File: src/rtl/ccd_pkg.sv
`default_nettype none

package ccd_pkg;

  localparam int unsigned Channels       = 6;
  localparam int unsigned QueueDepth     = 2;
  localparam int unsigned DivSteps       = 16;

  localparam logic [7:0]  LevelBase      = 8'd180;
  localparam logic [7:0]  Term           = 8'h0a;
  localparam logic [7:0]  Digit0         = 8'h30;
  localparam logic [7:0]  SwitchOp       = 8'haa;
  localparam logic [7:0]  FreqStep       = 8'h10;
  localparam logic [7:0]  FreqLast       = 8'h60;
  localparam logic [7:0]  SubAllOff      = 8'haa;
  localparam logic [15:0] NumeratorReset = 16'd10000;
  localparam logic [15:0] PeriodMax      = 16'hffff;
  localparam logic [15:0] FreqDefault    = 16'd1;
  localparam logic [15:0] FreqThousand   = 16'd1000;
  localparam logic [5:0]  AllPins        = 6'h3f;

  typedef enum logic [2:0] {
    KIND_NONE,
    KIND_LEVEL,
    KIND_CH_OFF,
    KIND_CH_ON,
    KIND_ALL_OFF,
    KIND_FREQ_ZERO,
    KIND_FREQ
  } cmd_kind_e;

  typedef struct packed {
    cmd_kind_e   kind;
    logic [2:0]  chan;
    logic [7:0]  pot_value;
    logic [15:0] freq;
  } cmd_t;

  typedef struct packed {
    logic [5:0]  pin_levels;
    logic [5:0]  timer_running;
    logic        frequency_mode;
    logic        pot_write;
    logic [2:0]  pot_channel;
    logic [7:0]  pot_value;
    logic        period_write;
    logic [2:0]  period_channel;
    logic [15:0] period_value;
    logic [5:0]  counter_clear;
  } res_t;

endpackage

`default_nettype wire

File: src/rtl/ccd_cmd_if.sv
`default_nettype none

interface ccd_cmd_if;
  logic       valid;
  logic       ready;
  logic [7:0] operation;
  logic [7:0] byte1;
  logic [7:0] byte2;
  logic [7:0] byte3;
  logic [7:0] byte4;
  logic [7:0] byte5;

  modport source (output valid, operation, byte1, byte2, byte3, byte4, byte5, input ready);
  modport sink   (input valid, operation, byte1, byte2, byte3, byte4, byte5, output ready);
endinterface

`default_nettype wire

File: src/rtl/ccd_res_if.sv
`default_nettype none

interface ccd_res_if;
  logic        valid;
  logic        ready;
  logic [5:0]  pin_levels;
  logic [5:0]  timer_running;
  logic        frequency_mode;
  logic        pot_write;
  logic [2:0]  pot_channel;
  logic [7:0]  pot_value;
  logic        period_write;
  logic [2:0]  period_channel;
  logic [15:0] period_value;
  logic [5:0]  counter_clear;

  modport source (output valid, pin_levels, timer_running, frequency_mode, pot_write,
                  pot_channel, pot_value, period_write, period_channel, period_value,
                  counter_clear, input ready);
  modport sink   (input valid, pin_levels, timer_running, frequency_mode, pot_write,
                  pot_channel, pot_value, period_write, period_channel, period_value,
                  counter_clear, output ready);
endinterface

`default_nettype wire

File: src/rtl/ccd_front.sv
`default_nettype none

module ccd_front #(
  parameter int unsigned CHANNELS = ccd_pkg::Channels
) (
  ccd_cmd_if.sink        cmd,
  input  wire logic      full_i,
  output ccd_pkg::cmd_t  cmd_o,
  output logic           push_o
);

  logic [15:0] d1, d2, d3;
  logic [2:0]  chan;
  logic [7:0]  op;

  assign op     = cmd.operation;
  assign cmd.ready = !full_i;
  assign push_o = cmd.valid && !full_i;

  assign d1 = {8'h00, cmd.byte1} - {8'h00, ccd_pkg::Digit0};
  assign d2 = {8'h00, cmd.byte2} - {8'h00, ccd_pkg::Digit0};
  assign d3 = {8'h00, cmd.byte3} - {8'h00, ccd_pkg::Digit0};

  always_comb begin
    cmd_o.kind      = ccd_pkg::KIND_NONE;
    cmd_o.chan      = '0;
    cmd_o.pot_value = ccd_pkg::LevelBase - {cmd.byte1[6:0], 1'b0};
    cmd_o.freq      = ccd_pkg::FreqDefault;
    chan            = '0;
    case (op) inside
      [8'h01:8'h06]: begin
        chan = 3'(op - 8'd1);
        if (32'(chan) < CHANNELS) begin
          cmd_o.kind = ccd_pkg::KIND_LEVEL;
          cmd_o.chan = chan;
        end
      end
      ccd_pkg::SwitchOp: begin
        case (cmd.byte1) inside
          [8'h01:8'h06]: begin
            chan = 3'(cmd.byte1 - 8'h01);
            if (32'(chan) < CHANNELS) begin
              cmd_o.kind = ccd_pkg::KIND_CH_OFF;
              cmd_o.chan = chan;
            end
          end
          [8'ha1:8'ha6]: begin
            chan = 3'(cmd.byte1 - 8'ha1);
            if (32'(chan) < CHANNELS) begin
              cmd_o.kind = ccd_pkg::KIND_CH_ON;
              cmd_o.chan = chan;
            end
          end
          ccd_pkg::SubAllOff: begin
            cmd_o.kind = ccd_pkg::KIND_ALL_OFF;
          end
          default: begin
            cmd_o.kind = ccd_pkg::KIND_NONE;
          end
        endcase
      end
      default: begin
        if (op[3:0] == 4'h0 && op >= ccd_pkg::FreqStep && op <= ccd_pkg::FreqLast) begin
          chan = op[6:4] - 3'd1;
          if (32'(chan) < CHANNELS) begin
            cmd_o.chan = chan;
            if (cmd.byte1 == ccd_pkg::Digit0) begin
              cmd_o.kind = ccd_pkg::KIND_FREQ_ZERO;
            end else begin
              cmd_o.kind = ccd_pkg::KIND_FREQ;
              if (cmd.byte2 == ccd_pkg::Term) begin
                cmd_o.freq = d1;
              end else if (cmd.byte3 == ccd_pkg::Term) begin
                cmd_o.freq = 16'(d1 * 16'd10) + d2;
              end else if (cmd.byte4 == ccd_pkg::Term) begin
                cmd_o.freq = 16'(d1 * 16'd100) + 16'(d2 * 16'd10) + d3;
              end else if (cmd.byte5 == ccd_pkg::Term) begin
                cmd_o.freq = ccd_pkg::FreqThousand;
              end
            end
          end
        end
      end
    endcase
  end

endmodule

`default_nettype wire

File: src/rtl/ccd_queue.sv
`default_nettype none

module ccd_queue (
  input  wire logic          clk_i,
  input  wire logic          rst_ni,
  input  wire logic          push_i,
  input  wire ccd_pkg::cmd_t data_i,
  output logic               full_o,
  input  wire logic          pop_i,
  output ccd_pkg::cmd_t      data_o,
  output logic               empty_o
);

  localparam int unsigned PtrW = (ccd_pkg::QueueDepth > 1) ? $clog2(ccd_pkg::QueueDepth) : 1;
  localparam int unsigned CntW = $clog2(ccd_pkg::QueueDepth + 1);

  ccd_pkg::cmd_t entries_q [ccd_pkg::QueueDepth];
  logic [PtrW-1:0] wr_ptr_q, wr_ptr_d, rd_ptr_q, rd_ptr_d;
  logic [CntW-1:0] count_q, count_d;
  logic            do_push, do_pop;

  assign full_o  = (count_q == CntW'(ccd_pkg::QueueDepth));
  assign empty_o = (count_q == '0);
  assign do_push = push_i && !full_o;
  assign do_pop  = pop_i && !empty_o;
  assign data_o  = entries_q[rd_ptr_q];

  always_comb begin
    wr_ptr_d = wr_ptr_q;
    rd_ptr_d = rd_ptr_q;
    count_d  = count_q;
    if (do_push) begin
      wr_ptr_d = (wr_ptr_q == PtrW'(ccd_pkg::QueueDepth - 1)) ? '0 : wr_ptr_q + 1'b1;
    end
    if (do_pop) begin
      rd_ptr_d = (rd_ptr_q == PtrW'(ccd_pkg::QueueDepth - 1)) ? '0 : rd_ptr_q + 1'b1;
    end
    if (do_push && !do_pop) begin
      count_d = count_q + 1'b1;
    end else if (do_pop && !do_push) begin
      count_d = count_q - 1'b1;
    end
  end

  always_ff @(posedge clk_i or negedge rst_ni) begin
    if (!rst_ni) begin
      wr_ptr_q <= '0;
      rd_ptr_q <= '0;
      count_q  <= '0;
    end else begin
      wr_ptr_q <= wr_ptr_d;
      rd_ptr_q <= rd_ptr_d;
      count_q  <= count_d;
    end
  end

  always_ff @(posedge clk_i) begin
    if (do_push) begin
      entries_q[wr_ptr_q] <= data_i;
    end
  end

endmodule

`default_nettype wire

File: src/rtl/ccd_back.sv
`default_nettype none

module ccd_back (
  input  wire logic          clk_i,
  input  wire logic          rst_ni,
  input  wire logic          cfg_we_i,
  input  wire logic [15:0]   cfg_wdata_i,
  input  wire ccd_pkg::cmd_t head_i,
  input  wire logic          empty_i,
  output logic               pop_o,
  ccd_res_if.source          res
);

  typedef enum logic [1:0] {
    ST_IDLE,
    ST_DIV,
    ST_DONE
  } state_e;

  localparam int unsigned CntW = $clog2(ccd_pkg::DivSteps);

  state_e          state_q, state_d;
  logic [CntW-1:0] cnt_q, cnt_d;
  logic [15:0]     num_q, rem_q, rem_d, quo_q, quo_d, den_q;
  ccd_pkg::cmd_t   cmd_q, sel_cmd;
  logic [5:0]      pin_q, pin_d, run_q, run_d;
  logic            fm_q, fm_d;
  ccd_pkg::res_t   out_q, out_d;
  logic            out_valid_q;
  logic            out_free, needs_div, load;
  logic [16:0]     partial;
  logic            ge;
  logic [5:0]      mask;

  assign out_free  = !out_valid_q || res.ready;
  assign needs_div = (head_i.kind == ccd_pkg::KIND_FREQ) && (head_i.freq != '0);
  assign sel_cmd   = (state_q == ST_IDLE) ? head_i : cmd_q;
  assign pop_o     = (state_q == ST_IDLE) && !empty_i && (needs_div || out_free);
  assign load      = ((state_q == ST_IDLE) && !empty_i && !needs_div && out_free) ||
                     ((state_q == ST_DONE) && out_free);

  // One restoring division step: shift in the next numerator bit, subtract if it fits.
  assign partial = {rem_q, quo_q[15]};
  assign ge      = partial >= {1'b0, den_q};
  assign rem_d   = ge ? 16'(partial - {1'b0, den_q}) : partial[15:0];
  assign quo_d   = {quo_q[14:0], ge};

  always_comb begin
    mask  = 6'(1) << sel_cmd.chan;
    pin_d = pin_q;
    run_d = run_q;
    fm_d  = fm_q;
    out_d = '0;
    case (sel_cmd.kind)
      ccd_pkg::KIND_LEVEL: begin
        pin_d             = pin_q & ~mask;
        out_d.pot_write   = 1'b1;
        out_d.pot_channel = sel_cmd.chan;
        out_d.pot_value   = sel_cmd.pot_value;
      end
      ccd_pkg::KIND_CH_OFF: begin
        pin_d = pin_q | mask;
        run_d = run_q & ~mask;
      end
      ccd_pkg::KIND_CH_ON: begin
        pin_d = pin_q & ~mask;
        if (fm_q) begin
          run_d               = run_q | mask;
          out_d.counter_clear = mask;
        end else begin
          run_d = run_q & ~mask;
        end
      end
      ccd_pkg::KIND_ALL_OFF: begin
        pin_d = ccd_pkg::AllPins;
        run_d = '0;
      end
      ccd_pkg::KIND_FREQ_ZERO: begin
        pin_d = pin_q & ~mask;
        run_d = run_q & ~mask;
        fm_d  = 1'b0;
      end
      ccd_pkg::KIND_FREQ: begin
        run_d                = run_q | mask;
        fm_d                 = 1'b1;
        out_d.counter_clear  = mask;
        out_d.period_write   = 1'b1;
        out_d.period_channel = sel_cmd.chan;
        out_d.period_value   = (sel_cmd.freq == '0) ? ccd_pkg::PeriodMax : quo_q;
      end
      default: begin
        out_d.pot_write = 1'b0;
      end
    endcase
    out_d.pin_levels     = pin_d;
    out_d.timer_running  = run_d;
    out_d.frequency_mode = fm_d;
  end

  always_comb begin
    state_d = state_q;
    cnt_d   = cnt_q;
    case (state_q)
      ST_IDLE: begin
        if (pop_o && needs_div) begin
          state_d = ST_DIV;
          cnt_d   = '0;
        end
      end
      ST_DIV: begin
        cnt_d = cnt_q + 1'b1;
        if (cnt_q == CntW'(ccd_pkg::DivSteps - 1)) begin
          state_d = ST_DONE;
        end
      end
      ST_DONE: begin
        if (out_free) begin
          state_d = ST_IDLE;
        end
      end
      default: begin
        state_d = ST_IDLE;
      end
    endcase
  end

  always_ff @(posedge clk_i or negedge rst_ni) begin
    if (!rst_ni) begin
      state_q     <= ST_IDLE;
      cnt_q       <= '0;
      num_q       <= ccd_pkg::NumeratorReset;
      rem_q       <= '0;
      quo_q       <= '0;
      den_q       <= '0;
      cmd_q       <= '0;
      pin_q       <= ccd_pkg::AllPins;
      run_q       <= '0;
      fm_q        <= 1'b0;
      out_q       <= '0;
      out_valid_q <= 1'b0;
    end else begin
      state_q <= state_d;
      cnt_q   <= cnt_d;
      if (cfg_we_i) begin
        num_q <= cfg_wdata_i;
      end
      if (pop_o && needs_div) begin
        cmd_q <= head_i;
        den_q <= head_i.freq;
        rem_q <= '0;
        quo_q <= num_q;
      end else if (state_q == ST_DIV) begin
        rem_q <= rem_d;
        quo_q <= quo_d;
      end
      if (load) begin
        pin_q       <= pin_d;
        run_q       <= run_d;
        fm_q        <= fm_d;
        out_q       <= out_d;
        out_valid_q <= 1'b1;
      end else if (res.ready) begin
        out_valid_q <= 1'b0;
      end
    end
  end

  assign res.valid          = out_valid_q;
  assign res.pin_levels     = out_q.pin_levels;
  assign res.timer_running  = out_q.timer_running;
  assign res.frequency_mode = out_q.frequency_mode;
  assign res.pot_write      = out_q.pot_write;
  assign res.pot_channel    = out_q.pot_channel;
  assign res.pot_value      = out_q.pot_value;
  assign res.period_write   = out_q.period_write;
  assign res.period_channel = out_q.period_channel;
  assign res.period_value   = out_q.period_value;
  assign res.counter_clear  = out_q.counter_clear;

endmodule

`default_nettype wire

File: src/rtl/channel_command_decoder.sv
// Channel      Direction  Handshake      Content
// cmd_i        in         valid/ready    operation and five argument bytes
// res_o        out        valid/ready    pin levels, run flags and write requests
// cfg_we_i     in         write enable   period numerator in cfg_wdata_i
//
// An item passes the combinational decoding front into a two-entry queue.
// The back end loads a switch or level item straight into its result register;
// a frequency item with a nonzero frequency first passes the 16-step shift-subtract
// period divider. Reset turns every channel off, clears run flags and frequency
// mode, and loads a numerator of 10000. A stalled result register holds the back
// end, while the queue lets the front keep taking items until it fills.
`default_nettype none

module channel_command_decoder #(
  parameter int unsigned CHANNELS = ccd_pkg::Channels
) (
  input  wire logic        clk_i,
  input  wire logic        rst_ni,
  input  wire logic        cfg_we_i,
  input  wire logic [15:0] cfg_wdata_i,
  ccd_cmd_if.sink          cmd_i,
  ccd_res_if.source        res_o
);

  ccd_pkg::cmd_t front_cmd, head_cmd;
  logic          push, full, pop, empty;

  ccd_front #(
    .CHANNELS(CHANNELS)
  ) u_front (
    .cmd    (cmd_i),
    .full_i (full),
    .cmd_o  (front_cmd),
    .push_o (push)
  );

  ccd_queue u_queue (
    .clk_i   (clk_i),
    .rst_ni  (rst_ni),
    .push_i  (push),
    .data_i  (front_cmd),
    .full_o  (full),
    .pop_i   (pop),
    .data_o  (head_cmd),
    .empty_o (empty)
  );

  ccd_back u_back (
    .clk_i       (clk_i),
    .rst_ni      (rst_ni),
    .cfg_we_i    (cfg_we_i),
    .cfg_wdata_i (cfg_wdata_i),
    .head_i      (head_cmd),
    .empty_i     (empty),
    .pop_o       (pop),
    .res         (res_o)
  );

endmodule

`default_nettype wire

File: src/flat_wrapper.sv
// flat-port wrapper written by rule: the top's interface ports become plain ports
module channel_command_decoder_flat 
#(
  parameter int unsigned CHANNELS = ccd_pkg::Channels
)
  (clk_i, rst_ni, cfg_we_i, cfg_wdata_i, cmd_i_valid, cmd_i_operation, cmd_i_byte1, cmd_i_byte2, cmd_i_byte3, cmd_i_byte4, cmd_i_byte5, cmd_i_ready, res_o_valid, res_o_pin_levels, res_o_timer_running, res_o_frequency_mode, res_o_pot_write, res_o_pot_channel, res_o_pot_value, res_o_period_write, res_o_period_channel, res_o_period_value, res_o_counter_clear, res_o_ready);
  ccd_cmd_if cmd_i_i ();
  ccd_res_if res_o_i ();
  input  wire logic clk_i;
  input  wire logic rst_ni;
  input  wire logic cfg_we_i;
  input  wire logic [15:0] cfg_wdata_i;
  input wire logic [$bits(cmd_i_i.valid)-1:0] cmd_i_valid;
  input wire logic [$bits(cmd_i_i.operation)-1:0] cmd_i_operation;
  input wire logic [$bits(cmd_i_i.byte1)-1:0] cmd_i_byte1;
  input wire logic [$bits(cmd_i_i.byte2)-1:0] cmd_i_byte2;
  input wire logic [$bits(cmd_i_i.byte3)-1:0] cmd_i_byte3;
  input wire logic [$bits(cmd_i_i.byte4)-1:0] cmd_i_byte4;
  input wire logic [$bits(cmd_i_i.byte5)-1:0] cmd_i_byte5;
  output wire logic [$bits(cmd_i_i.ready)-1:0] cmd_i_ready;
  output wire logic [$bits(res_o_i.valid)-1:0] res_o_valid;
  output wire logic [$bits(res_o_i.pin_levels)-1:0] res_o_pin_levels;
  output wire logic [$bits(res_o_i.timer_running)-1:0] res_o_timer_running;
  output wire logic [$bits(res_o_i.frequency_mode)-1:0] res_o_frequency_mode;
  output wire logic [$bits(res_o_i.pot_write)-1:0] res_o_pot_write;
  output wire logic [$bits(res_o_i.pot_channel)-1:0] res_o_pot_channel;
  output wire logic [$bits(res_o_i.pot_value)-1:0] res_o_pot_value;
  output wire logic [$bits(res_o_i.period_write)-1:0] res_o_period_write;
  output wire logic [$bits(res_o_i.period_channel)-1:0] res_o_period_channel;
  output wire logic [$bits(res_o_i.period_value)-1:0] res_o_period_value;
  output wire logic [$bits(res_o_i.counter_clear)-1:0] res_o_counter_clear;
  input wire logic [$bits(res_o_i.ready)-1:0] res_o_ready;
  assign cmd_i_i.valid = cmd_i_valid;
  assign cmd_i_i.operation = cmd_i_operation;
  assign cmd_i_i.byte1 = cmd_i_byte1;
  assign cmd_i_i.byte2 = cmd_i_byte2;
  assign cmd_i_i.byte3 = cmd_i_byte3;
  assign cmd_i_i.byte4 = cmd_i_byte4;
  assign cmd_i_i.byte5 = cmd_i_byte5;
  assign cmd_i_ready = cmd_i_i.ready;
  assign res_o_valid = res_o_i.valid;
  assign res_o_pin_levels = res_o_i.pin_levels;
  assign res_o_timer_running = res_o_i.timer_running;
  assign res_o_frequency_mode = res_o_i.frequency_mode;
  assign res_o_pot_write = res_o_i.pot_write;
  assign res_o_pot_channel = res_o_i.pot_channel;
  assign res_o_pot_value = res_o_i.pot_value;
  assign res_o_period_write = res_o_i.period_write;
  assign res_o_period_channel = res_o_i.period_channel;
  assign res_o_period_value = res_o_i.period_value;
  assign res_o_counter_clear = res_o_i.counter_clear;
  assign res_o_i.ready = res_o_ready;
  channel_command_decoder #(.CHANNELS(CHANNELS)) u_core (.clk_i(clk_i), .rst_ni(rst_ni), .cfg_we_i(cfg_we_i), .cfg_wdata_i(cfg_wdata_i), .cmd_i(cmd_i_i), .res_o(res_o_i));
endmodule
File: config.mk
export PLATFORM = sky130hd
export DESIGN_NAME = channel_command_decoder_flat
export DESIGN_NICKNAME = d
export VERILOG_FILES = /design/src/rtl/ccd_pkg.sv /design/src/rtl/ccd_cmd_if.sv /design/src/rtl/ccd_res_if.sv /design/src/rtl/ccd_front.sv /design/src/rtl/ccd_queue.sv /design/src/rtl/ccd_back.sv /design/src/rtl/channel_command_decoder.sv /design/src/flat_wrapper.sv
export SDC_FILE = /design/constraint.sdc
export NUM_CORES = 1
export LEC_CHECK = 0
export ABC_CLOCK_PERIOD_IN_PS = 2700
export BUFFER_PORTS_ARGS = -buffer_cell sky130_fd_sc_hd__clkbuf_2
export CELL_PAD_IN_SITES_DETAIL_PLACEMENT = 0
export CELL_PAD_IN_SITES_GLOBAL_PLACEMENT = 1
export CORE_MARGIN = 2
export CORE_UTILIZATION = 43
export CTS_BUF_LIST = sky130_fd_sc_hd__clkbuf_4 sky130_fd_sc_hd__clkbuf_8 sky130_fd_sc_hd__clkbuf_16
export DETAILED_ROUTE_END_ITERATION = 10
export GPL_TIMING_DRIVEN = 0
export PLACE_DENSITY = 0.78
export SLEW_MARGIN = 40
export SYNTH_ARGS = -nofsm -noshare
export SYNTH_HDL_FRONTEND = slang
export SYNTH_HIERARCHICAL = 1
export SYNTH_SLANG_ARGS = --single-unit
File: constraint.sdc
create_clock -name clk_i -period 2.7 [get_ports clk_i]
set_clock_uncertainty 0.2 [all_clocks]
set_input_delay 0.54 -clock clk_i [delete_from_list [all_inputs] [get_ports clk_i]]
set_output_delay 0.54 -clock clk_i [all_outputs]
set_load 0.01 [all_outputs]
==> impl_metrics.prom, run 1 <==
# TYPE chip_impl_metric gauge
chip_impl_info{name="status",value="complete, but fails checks"} 1
chip_impl_info{name="failed_checks",value="negative setup slack"} 1
chip_impl_metric{name="dieArea",unit="um2"} 33800
chip_impl_metric{name="synth_sequential_area_ratio",unit="%"} 39.3
chip_impl_metric{name="clk-insertion-delay-late",unit="ns"} 0.49
chip_impl_metric{name="post_synth_num_cell_types",unit=""} 82
chip_impl_metric{name="layout_setup_ws",unit="ns"} -1.85
chip_impl_metric{name="worst_slew_pin_slew",unit="ns"} 0.715
chip_impl_metric{name="numPlacedInstances",unit=""} 1925
chip_impl_metric{name="number_of_antenna_violations_at_the_first_check_in_global_routing",unit=""} 0
chip_impl_metric{name="post_synth_fa_ha_maj_area_fraction",unit="%"} 15.2
chip_impl_metric{name="synthToLayoutAreaGrowth",unit="%"} 32.8
chip_impl_info{name="mostFrequentLayoutCells",value="sky130_fd_sc_hd__nand2_1 (167), sky130_fd_sc_hd__dfrtp_1 (134), sky130_fd_sc_hd__clkbuf_2 (111)"} 1
chip_impl_info{name="worst_hold_path_type",value="input pin to register"} 1
chip_impl_metric{name="post-route-period-util",unit="%"} 168
chip_impl_metric{name="synth_cells",unit=""} 1400
chip_impl_metric{name="timing.max_cap.violations",unit=""} 0
chip_impl_info{name="synth_top_family_by_area",value="adder cells"} 1
chip_impl_metric{name="ys_ff_latch",unit=""} 206
chip_impl_info{name="grt_setup_unrepaired",value="true"} 1
chip_impl_info{name="critPathLaunchType",value="input pin"} 1
chip_impl_metric{name="total_leakage_power",unit="nW"} 8.16
chip_impl_metric{name="cts_buffer_depth",unit=""} 3
chip_impl_metric{name="fin_total_pwr",unit="mW"} 20.6
chip_impl_metric{name="remaining_drc_errors",unit=""} 0
chip_impl_metric{name="synth_simple_gate_area_share",unit="%"} 14.2
chip_impl_metric{name="synth_compound_gate_area_share",unit="%"} 14.7
chip_impl_metric{name="finalSetupViolCount",unit=""} 43
chip_impl_metric{name="fill_cells",unit=""} 2727
chip_impl_metric{name="finalHoldViolCount",unit=""} 0
chip_impl_metric{name="tritoncts_num_sinks",unit=""} 206
chip_impl_metric{name="layout-drive-gt1-share",unit="%"} 35.7
chip_impl_metric{name="fin_util",unit="%"} 58.3
chip_impl_metric{name="wire_per_inst",unit="um"} 17.2
chip_impl_info{name="clock_tree_root_buffer_cell",value="sky130_fd_sc_hd__clkbuf_16"} 1
chip_impl_metric{name="final_nets",unit=""} 1852
chip_impl_metric{name="asyncSetResetFlopFracSynth",unit="%"} 70.9
chip_impl_metric{name="coreArea",unit="um2"} 31700
chip_impl_metric{name="multi_input_comb_area",unit="um2"} 9350
chip_impl_info{name="mostFrequentLayoutCell",value="sky130_fd_sc_hd__nand2_1"} 1
chip_impl_metric{name="die_y",unit="um"} 184
chip_impl_metric{name="via_count_of_the_first_global_routing_pass",unit=""} 10900
chip_impl_info{name="tritoncts",value="built"} 1
chip_impl_metric{name="post-route-min-period",unit="ns"} 4.55
chip_impl_metric{name="synthesized_cell_area",unit="um2"} 13900
chip_impl_metric{name="final_cells",unit=""} 2047
chip_impl_metric{name="worst_ep_required_time",unit="ns"} 2.73
chip_impl_metric{name="preCtsSetupSlack",unit="ns"} -2.91
chip_impl_metric{name="count_of_flip_flops_with_a_built_in_enable_after_synthesis",unit=""} 60
chip_impl_metric{name="ant_nets",unit=""} 0
chip_impl_metric{name="grt.total_usage",unit="%"} 20.2
chip_impl_metric{name="place.detailed.hpwl",unit="um"} 25200
chip_impl_metric{name="tritoncts.num_buffers",unit=""} 22
chip_impl_metric{name="antennaDiodeCount",unit=""} 0
chip_impl_metric{name="timing.critical_path.fanout_max",unit=""} 5
chip_impl_metric{name="fmax",unit="MHz"} 220
chip_impl_metric{name="vdd_ir_max",unit="mV"} 0.605
chip_impl_info{name="critical_path.endpoint_type",value="register"} 1
chip_impl_metric{name="drt_wl_total",unit="um"} 35300
chip_impl_metric{name="drtPass1Iterations",unit=""} 5
chip_impl_metric{name="clk_transition_reported_paths",unit="ns"} 0.06
chip_impl_metric{name="avgSynthCellArea",unit="um2"} 9.95
chip_impl_metric{name="start_util",unit="%"} 43.9
chip_impl_metric{name="worstPathArrival",unit="ns"} 4.58
chip_impl_metric{name="detailroute.via_count",unit=""} 11100
chip_impl_info{name="worst_path_class_setup",value="input pin to register"} 1
chip_impl_metric{name="ys_warn_count",unit=""} 6
chip_impl_metric{name="synth_fp_nets",unit=""} 1623
chip_impl_metric{name="final-seq-area",unit="um2"} 5470
chip_impl_metric{name="wire_length_of_the_first_global_routing_pass",unit="um"} 55200
chip_impl_metric{name="gp_congestion",unit=""} 0.887
chip_impl_metric{name="synth-xor-area-share",unit="%"} 5.22
chip_impl_metric{name="rows",unit=""} 65
chip_impl_info{name="startpoint",value="cmd_i_byte1[4]"} 1
chip_impl_metric{name="slew_viol_final",unit=""} 0
chip_impl_metric{name="num_io_pins",unit=""} 122
chip_impl_info{name="crit-reg2reg-launch",value="u_core/u_queue/rd_ptr_q$_DFFE_PN0P_"} 1
chip_impl_metric{name="numPortBuffers",unit=""} 119
chip_impl_metric{name="yosys-mux-area-fraction",unit="%"} 6.86
chip_impl_metric{name="timing.max_slew.rel_slack",unit="%"} 52.4
chip_impl_info{name="source_of_the_worst_hold_timing_path",value="cfg_wdata_i[14]"} 1
chip_impl_metric{name="drt_first_iter_violations",unit=""} 530
chip_impl_metric{name="p_per_area",unit="nW/um2"} 1120
chip_impl_metric{name="vias_per_cell",unit=""} 5.41
chip_impl_metric{name="die_w",unit="um"} 184
chip_impl_metric{name="grt_max_degree",unit=""} 57
chip_impl_info{name="dominantRegCellSynth",value="sky130_fd_sc_hd__dfrtp_1"} 1
chip_impl_metric{name="cts_max_level",unit=""} 1
chip_impl_metric{name="overflow",unit=""} 0
==> power by group <==
part           internal (mW)  switching [mW]  total, mW
registers               4.19           0.650       4.84
logic                   6.14            6.73       12.9
clock network           1.71            1.20       2.91
total                   12.0            8.58       20.6
==> cell families (layout without fill, tap and decap cells) <==
family,after synthesis,after routing
AOI/OAI and AO/OA,309,309
xor gates and xnor gates,83,83
adders and majority gates,154,154
buffers and inverters,142,387
DFF,206,206
muxes,77,77
other,1,1
and+or+nand+nor,428,428
==> through the flow <==
step	hold slack [ns]	area [um2]	TNS, ns
after global placement	0.257	15600	-333.55
after detailed placement	0.261	15700	-98.49
final	0.0772	18500	-29.82
after CTS	0.0605	17700	-29.26
after floorplan	0.0444	14500	-29.38
after global routing	0.0666	18500	-36.69
==> cell usage after synthesis, types with 20 or more instances <==
library cell	n	share of area, %
sky130_fd_sc_hd__nand2_1	180	4.9
sky130_fd_sc_hd__dfrtp_1	135	24
sky130_fd_sc_hd__ha_1	128	12
sky130_fd_sc_hd__nor2_1	108	2.9
sky130_fd_sc_hd__o21ai_0	98	3.5
sky130_fd_sc_hd__inv_1	92	2.5
sky130_fd_sc_hd__edfxtp_1	60	13
sky130_fd_sc_hd__xnor2_1	52	3.3
sky130_fd_sc_hd__a21oi_1	44	1.6
sky130_fd_sc_hd__xor2_1	31	2.0
sky130_fd_sc_hd__mux2_4	29	3.1
sky130_fd_sc_hd__fa_1	26	3.7
sky130_fd_sc_hd__mux2i_1	26	1.9
sky130_fd_sc_hd__nand3_1	26	0.93
sky130_fd_sc_hd__a31oi_1	23	1.0
sky130_fd_sc_hd__clkbuf_1	23	0.62
sky130_fd_sc_hd__a22oi_1	21	1.1
sky130_fd_sc_hd__mux2_2	20	1.6
==> layout make-up <==
cell class                      count  area share, %
Inverter                           92           2.13
Clock buffer                       27           3.31
Tap cell                          402           2.72
Multi-Input combinational cell   1052           50.6
Timing Repair Buffer              207           8.74
Sequential cell                   206           29.6
Buffer                             48           2.39
Clock inverter                     13          0.521
==> final timing paths <==
path / endpoint / slack (ns) / cells after the start
max reg2reg: u_core/u_queue/count_q[1]$_DFFE_PN0P_ / -0.11 / 14
max: u_core/u_queue/entries_q[1][15]$_DFFE_PP_ / -1.85 / 23
min: u_core/u_back/num_q[14]$_DFFE_PN0P_ / 0.08 / 2
min in group asynchronous: u_core/u_back/num_q[2]$_DFFE_PN0P_ / 0.33 / 2
max in group asynchronous: u_core/u_back/pin_q[1]$_DFFE_PN1P_ / 1.01 / 4
min reg2reg: u_core/u_back/res.pot_value[5]$_DFFE_PN0P_ / 0.27 / 2
==> state kept, by name, summed over array words and instances (netlist names), named ones only <==
signal	cells
u_core/u_back/res.period_value	16
u_core/u_back/state_q	2
u_core/u_back/pin_q	6
u_core/u_back/res.period_channel	3
u_core/u_back/cmd_q	30
u_core/u_back/res.period_write	1
u_core/u_back/res.counter_clear	6
u_core/u_queue/entries_q	60
u_core/u_queue/rd_ptr_q	1
u_core/u_back/res.pot_value	8
u_core/u_back/res.frequency_mode	1
u_core/u_queue/count_q	2
u_core/u_queue/wr_ptr_q	1
u_core/u_back/res.valid	1
u_core/u_back/rem_q	16
u_core/u_back/res.pin_levels	6
u_core/u_back/quo_q	16
u_core/u_back/cnt_q	4
u_core/u_back/res.pot_write	1
u_core/u_back/num_q	16
u_core/u_back/res.pot_channel	3
==> repair_timing <==
action	CTS	global route
hold buffers	1	0
setup buffers	56	22
setup endpoints to repair	148	139
hold endpoints to repair	38	0
resized for setup	180	142
pin swaps	81	67
gates cloned	2	3
==> worst max-delay path, stage by stage <==
cell	delay (ns)
sky130_fd_sc_hd__clkbuf_16	0.12
sky130_fd_sc_hd__clkinvlp_4	0.14
sky130_fd_sc_hd__ha_4	0.29
sky130_fd_sc_hd__xnor2_2	0.13
sky130_fd_sc_hd__ha_1	0.31
sky130_fd_sc_hd__fa_1	0.55
sky130_fd_sc_hd__ha_4	0.22
sky130_fd_sc_hd__inv_4	0.07
sky130_fd_sc_hd__a21oi_4	0.03
sky130_fd_sc_hd__o21ai_1	0.14
sky130_fd_sc_hd__nand2b_1	0.09
sky130_fd_sc_hd__a21o_1	0.17
sky130_fd_sc_hd__a21oi_2	0.12
sky130_fd_sc_hd__xnor2_1	0.10
sky130_fd_sc_hd__fa_2	0.36
sky130_fd_sc_hd__xnor2_2	0.14
sky130_fd_sc_hd__xnor2_1	0.17
sky130_fd_sc_hd__xnor2_1	0.15
sky130_fd_sc_hd__xnor2_1	0.15
sky130_fd_sc_hd__xnor2_1	0.18
sky130_fd_sc_hd__xnor2_1	0.13
sky130_fd_sc_hd__a22oi_1	0.19
sky130_fd_sc_hd__a21oi_2	0.08
==> per-layer routing <==
metal | part of all wire (%) | global-route usage [%]
met5 | 0 | 0
met4 | 1.7 | 4.58
met3 | 2.9 | 1.66
met2 | 52 | 37.6
met1 | 43 | 25.2
Power figures use the tool's default switching activity.
==> run 2: changes to the inputs <==
- PLACE_DENSITY: 0.78 -> 0.79
- SYNTH_HIERARCHICAL: 1 -> default
==> run 2 against run 1 <==
  * The run still ends with negative setup slack left
  * Clock power is 16% higher
  * Clock-buffer cell count grew 7
  * Non-clock buffer count rose by 1
  * Setup slack got worse by 0.26 ns
  * Sequential share of layout area about the same
  * Die area fell by 1.0%
  * Critical endpoint is now u_core.u_queue.entries_q[1][15]$_DFFE_PP_
  * Global-route usage rose by 1.2 points
  * First-iteration DRC count rose by 3.2%
  * Critical path depth down 5
  * Design area shrank 1.8%
  * Flip-flop and latch count decreased by 4
==> impl_metrics.prom, run 2 <==
# TYPE chip_impl_metric gauge
chip_impl_metric{name="r2r_slack",unit="ns"} -0.13
chip_impl_metric{name="vias_per_cell",unit=""} 5.51
chip_impl_metric{name="drt_first_iter_violations",unit=""} 547
chip_impl_metric{name="vdd_ir_max",unit="mV"} 0.541
chip_impl_metric{name="die_w",unit="um"} 183
chip_impl_metric{name="overflow",unit=""} 0
chip_impl_metric{name="worst_hold_path_cells",unit=""} 2
chip_impl_metric{name="timing.max_slew.rel_slack",unit="%"} 41.9
chip_impl_metric{name="ant_nets",unit=""} 0
chip_impl_metric{name="timing.critical_path.fanout_max",unit=""} 7
chip_impl_metric{name="gp_congestion",unit=""} 0.860
chip_impl_metric{name="wire_length_of_the_first_global_routing_pass",unit="um"} 57700
chip_impl_metric{name="timing.max_cap.violations",unit=""} 0
chip_impl_metric{name="asyncSetResetFlopFracSynth",unit="%"} 71.3
chip_impl_metric{name="rows",unit=""} 65
chip_impl_metric{name="final_nets",unit=""} 1888
chip_impl_metric{name="largest_register_ffs",unit=""} 58
chip_impl_info{name="mostFrequentLayoutCell",value="sky130_fd_sc_hd__nand2_1"} 1
chip_impl_metric{name="numPortBuffers",unit=""} 118
chip_impl_metric{name="layout-drive-gt1-share",unit="%"} 31.4
chip_impl_info{name="worst_path_class_setup",value="input pin to register"} 1
chip_impl_metric{name="post-route-min-period",unit="ns"} 4.81
chip_impl_info{name="yosysTopAreaCell",value="sky130_fd_sc_hd__dfrtp_1"} 1
chip_impl_metric{name="remaining_drc_errors",unit=""} 0
chip_impl_metric{name="count_of_flip_flops_with_a_built_in_enable_after_synthesis",unit=""} 58
chip_impl_metric{name="start_util",unit="%"} 43.7
chip_impl_metric{name="synth_sequential_area_ratio",unit="%"} 38.9
chip_impl_metric{name="detailroute.via_count",unit=""} 11500
chip_impl_metric{name="wire_per_inst",unit="um"} 17.6
chip_impl_metric{name="cts_max_level",unit=""} 1
chip_impl_metric{name="num_io_pins",unit=""} 122
chip_impl_metric{name="post_synth_num_cell_types",unit=""} 83
chip_impl_metric{name="grt_max_degree",unit=""} 68
chip_impl_metric{name="worstPathArrival",unit="ns"} 4.84
chip_impl_metric{name="worst-path-stages",unit=""} 18
chip_impl_metric{name="tritoncts.num_buffers",unit=""} 24
chip_impl_metric{name="synth.top_cell.area_share",unit="%"} 24.2
chip_impl_metric{name="synth_cells",unit=""} 1435
chip_impl_metric{name="avgSynthCellArea",unit="um2"} 9.60
chip_impl_info{name="tritoncts",value="built"} 1
chip_impl_metric{name="timing.hold.ws",unit="ns"} 0.0661
chip_impl_metric{name="layout_setup_ws",unit="ns"} -2.11
chip_impl_info{name="largest-register",value="u_core.u_queue.entries_q"} 1
chip_impl_info{name="synth.cells.most_frequent",value="sky130_fd_sc_hd__nand2_1 (158), sky130_fd_sc_hd__dfrtp_1 (133), sky130_fd_sc_hd__ha_1 (130), sky130_fd_sc_hd__nor2_1 (110), sky130_fd_sc_hd__inv_1 (101)"} 1
chip_impl_metric{name="clk_transition_reported_paths",unit="ns"} 0.06
chip_impl_metric{name="worst_ep_required_time",unit="ns"} 2.74
chip_impl_info{name="source_of_the_worst_hold_timing_path",value="cfg_wdata_i[3]"} 1
chip_impl_info{name="critPathLaunchType",value="input pin"} 1
chip_impl_info{name="regToRegEndpoint",value="u_core.u_back.res.pot_value[5]$_DFFE_PN0P_"} 1
chip_impl_metric{name="finalHoldViolCount",unit=""} 0
chip_impl_metric{name="total_leakage_power",unit="nW"} 7.82
chip_impl_info{name="timing.critical_path.max_delay_family",value="adder cells"} 1
chip_impl_info{name="yosys-top-cells-area",value="sky130_fd_sc_hd__dfrtp_1 (24%), sky130_fd_sc_hd__edfxtp_1 (13%), sky130_fd_sc_hd__ha_1 (12%)"} 1
chip_impl_metric{name="die_y",unit="um"} 183
chip_impl_metric{name="coreArea",unit="um2"} 31600
chip_impl_metric{name="place.detailed.hpwl",unit="um"} 26800
chip_impl_metric{name="tritoncts_num_sinks",unit=""} 202
chip_impl_metric{name="number_of_antenna_violations_at_the_first_check_in_global_routing",unit=""} 0
chip_impl_info{name="clock_tree_root_buffer_cell",value="sky130_fd_sc_hd__clkbuf_16"} 1
chip_impl_metric{name="antennaDiodeCount",unit=""} 0
chip_impl_info{name="crit-reg2reg-launch",value="u_core.u_queue.entries_q[0][14]$_DFFE_PP_"} 1
chip_impl_metric{name="cts_buffer_depth",unit=""} 3
chip_impl_metric{name="crit_buf_inv",unit=""} 3
chip_impl_metric{name="reg2regPathDepth",unit=""} 10
chip_impl_info{name="synthMostInstantiatedCell",value="sky130_fd_sc_hd__nand2_1"} 1
chip_impl_metric{name="ys_warn_count",unit=""} 0
chip_impl_metric{name="synthesized_cell_area",unit="um2"} 13800
chip_impl_metric{name="grt.total_usage",unit="%"} 21.4
chip_impl_info{name="grt_setup_unrepaired",value="true"} 1
chip_impl_metric{name="p_per_area",unit="nW/um2"} 1170
chip_impl_metric{name="drt_wl_total",unit="um"} 36600
chip_impl_metric{name="drtPass1Iterations",unit=""} 5
chip_impl_info{name="mostFrequentLayoutCells",value="sky130_fd_sc_hd__nand2_1 (154), sky130_fd_sc_hd__dfrtp_1 (132), sky130_fd_sc_hd__clkbuf_2 (113)"} 1
chip_impl_metric{name="final_setup_tns",unit="ns"} -31.33
chip_impl_metric{name="max_stage_delay",unit="ns"} 0.56
chip_impl_metric{name="via_count_of_the_first_global_routing_pass",unit=""} 11200
chip_impl_info{name="status",value="complete, but fails checks"} 1
chip_impl_info{name="dominantRegCellSynth",value="sky130_fd_sc_hd__dfrtp_1"} 1
chip_impl_info{name="cells_along_the_critical_path",value="clkbuf_8, ha_4, xor2_4, inv_2, buf_4, ha_1, fa_1, fa_1, ha_4, a21oi_2, xnor2_2, fa_2, ha_4, or3_4, o31ai_4, xnor2_1, a21oi_2, a21oi_2"} 1
chip_impl_info{name="min_to",value="u_core.u_back.num_q[3]$_DFFE_PN0P_"} 1
chip_impl_metric{name="dieArea",unit="um2"} 33500
chip_impl_metric{name="worst_slew_pin_slew",unit="ns"} 0.864
chip_impl_metric{name="ys_ff_latch",unit=""} 202
chip_impl_metric{name="fmax",unit="MHz"} 208
chip_impl_metric{name="post-route-period-util",unit="%"} 178
chip_impl_info{name="biggestRegsByFlops",value="u_core.u_queue.entries_q x58, u_core.u_back.cmd_q x29"} 1
chip_impl_metric{name="slew_viol_final",unit=""} 0
chip_impl_metric{name="clk-insertion-delay-late",unit="ns"} 0.51
chip_impl_metric{name="synth_fp_nets",unit=""} 1660
chip_impl_metric{name="synthToLayoutAreaGrowth",unit="%"} 31.7
chip_impl_info{name="startpoint",value="cmd_i_byte1[5]"} 1
chip_impl_info{name="critical_path.endpoint_type",value="register"} 1
chip_impl_metric{name="finalSetupViolCount",unit=""} 34
chip_impl_info{name="failed_checks",value="negative setup slack"} 1
chip_impl_info{name="worst_hold_path_type",value="input pin to register"} 1
chip_impl_info{name="worst_path_max_delay_cell",value="sky130_fd_sc_hd__fa_1"} 1
## run 2: cell types whose count changed in the layout (fill, tap and decap cells not counted), moves of 10 or more
cell,previous run,this run
sky130_fd_sc_hd__mux2_4,29,0
sky130_fd_sc_hd__o21ai_2,36,20
sky130_fd_sc_hd__a21oi_1,35,75
sky130_fd_sc_hd__a31oi_1,19,8
sky130_fd_sc_hd__o21a_1,4,22
sky130_fd_sc_hd__nor3_1,13,25
sky130_fd_sc_hd__o211ai_1,11,21
sky130_fd_sc_hd__nand2_1,167,154
## run 2: per-stage QoR
stage | worst slack (ns) | util [%] | power (mW) | instance area (um2) | instances
floorplan | -2.17 | - | 12.7 | 14300 | 1435
global placement | -3.28 | 48.8 | 15.0 | 15400 | 1955
detailed placement | -3.32 | 49.1 | 15.2 | 15500 | 1959
CTS | -2.13 | 55.4 | 19.9 | 17500 | 2060
global route | -2.23 | 57.5 | 22.8 | 18100 | 2083
finish | -2.11 | 57.5 | 21.3 | 18100 | 2083
## run 2: layout make-up
| class | instances | area, um2 |
|---|---|---|
| inverter | 101 | 398 |
| buffer | 48 | 325 |
| tap | 402 | 503 |
| fill | 2671 | 13400 |
| multi-input combinational | 1078 | 9140 |
| sequential | 202 | 5360 |
| clock buffer | 34 | 718 |
| timing repair buffer | 208 | 1570 |
| clock inverter | 10 | 131 |
## run 2: how the worst max path moves through the flow
stage | endpoint | slack (ns)
floorplan | u_core.u_queue.entries_q[0][14]$_DFFE_PP_ | -2.17
global placement | u_core.u_queue.entries_q[0][15]$_DFFE_PP_ | -3.28
detailed placement | u_core.u_queue.entries_q[1][15]$_DFFE_PP_ | -3.32
CTS | u_core.u_queue.entries_q[1][15]$_DFFE_PP_ | -2.13
global route | u_core.u_queue.entries_q[0][15]$_DFFE_PP_ | -2.23
finish | u_core.u_queue.entries_q[1][15]$_DFFE_PP_ | -2.11
## run 2: metal layers
layer	up-vias	share of wire, %	track usage [%]
met1	5559	45	28.3
met4	0	2.5	5.12
met5	-	0	0
met2	270	49	37.9
li1	5592	-	-
met3	58	3.9	2.20
## run 2: what timing repair did
action                                  CTS  global route
gates resized for setup                 138           132
buffers inserted                         58            29
endpoints found under the setup margin  145           146
gates cloned                              1             1
pin swaps                                71            78
hold endpoints to repair                 73             0
hold buffers                              1             0
## run 2: kinds of logic (layout without fill, tap and decap cells)
kind of cell    after synthesis  in the layout  synth area share, %
other cells                   1              1               0.0272
compound gates              368            368                 17.5
mux                          47             47                 3.57
fa+ha+maj                   156            156                 15.6
flops                       202            202                 38.9
xor+xnor                     79             79                 5.02
simple gates                427            427                 14.5
buf+inv                     155            401                 4.85
## run 2: power breakdown
group,switching (mW),internal [mW]
combinational,6.85,5.99
clock,1.23,2.14
sequential,0.767,4.28
total,8.84,12.4
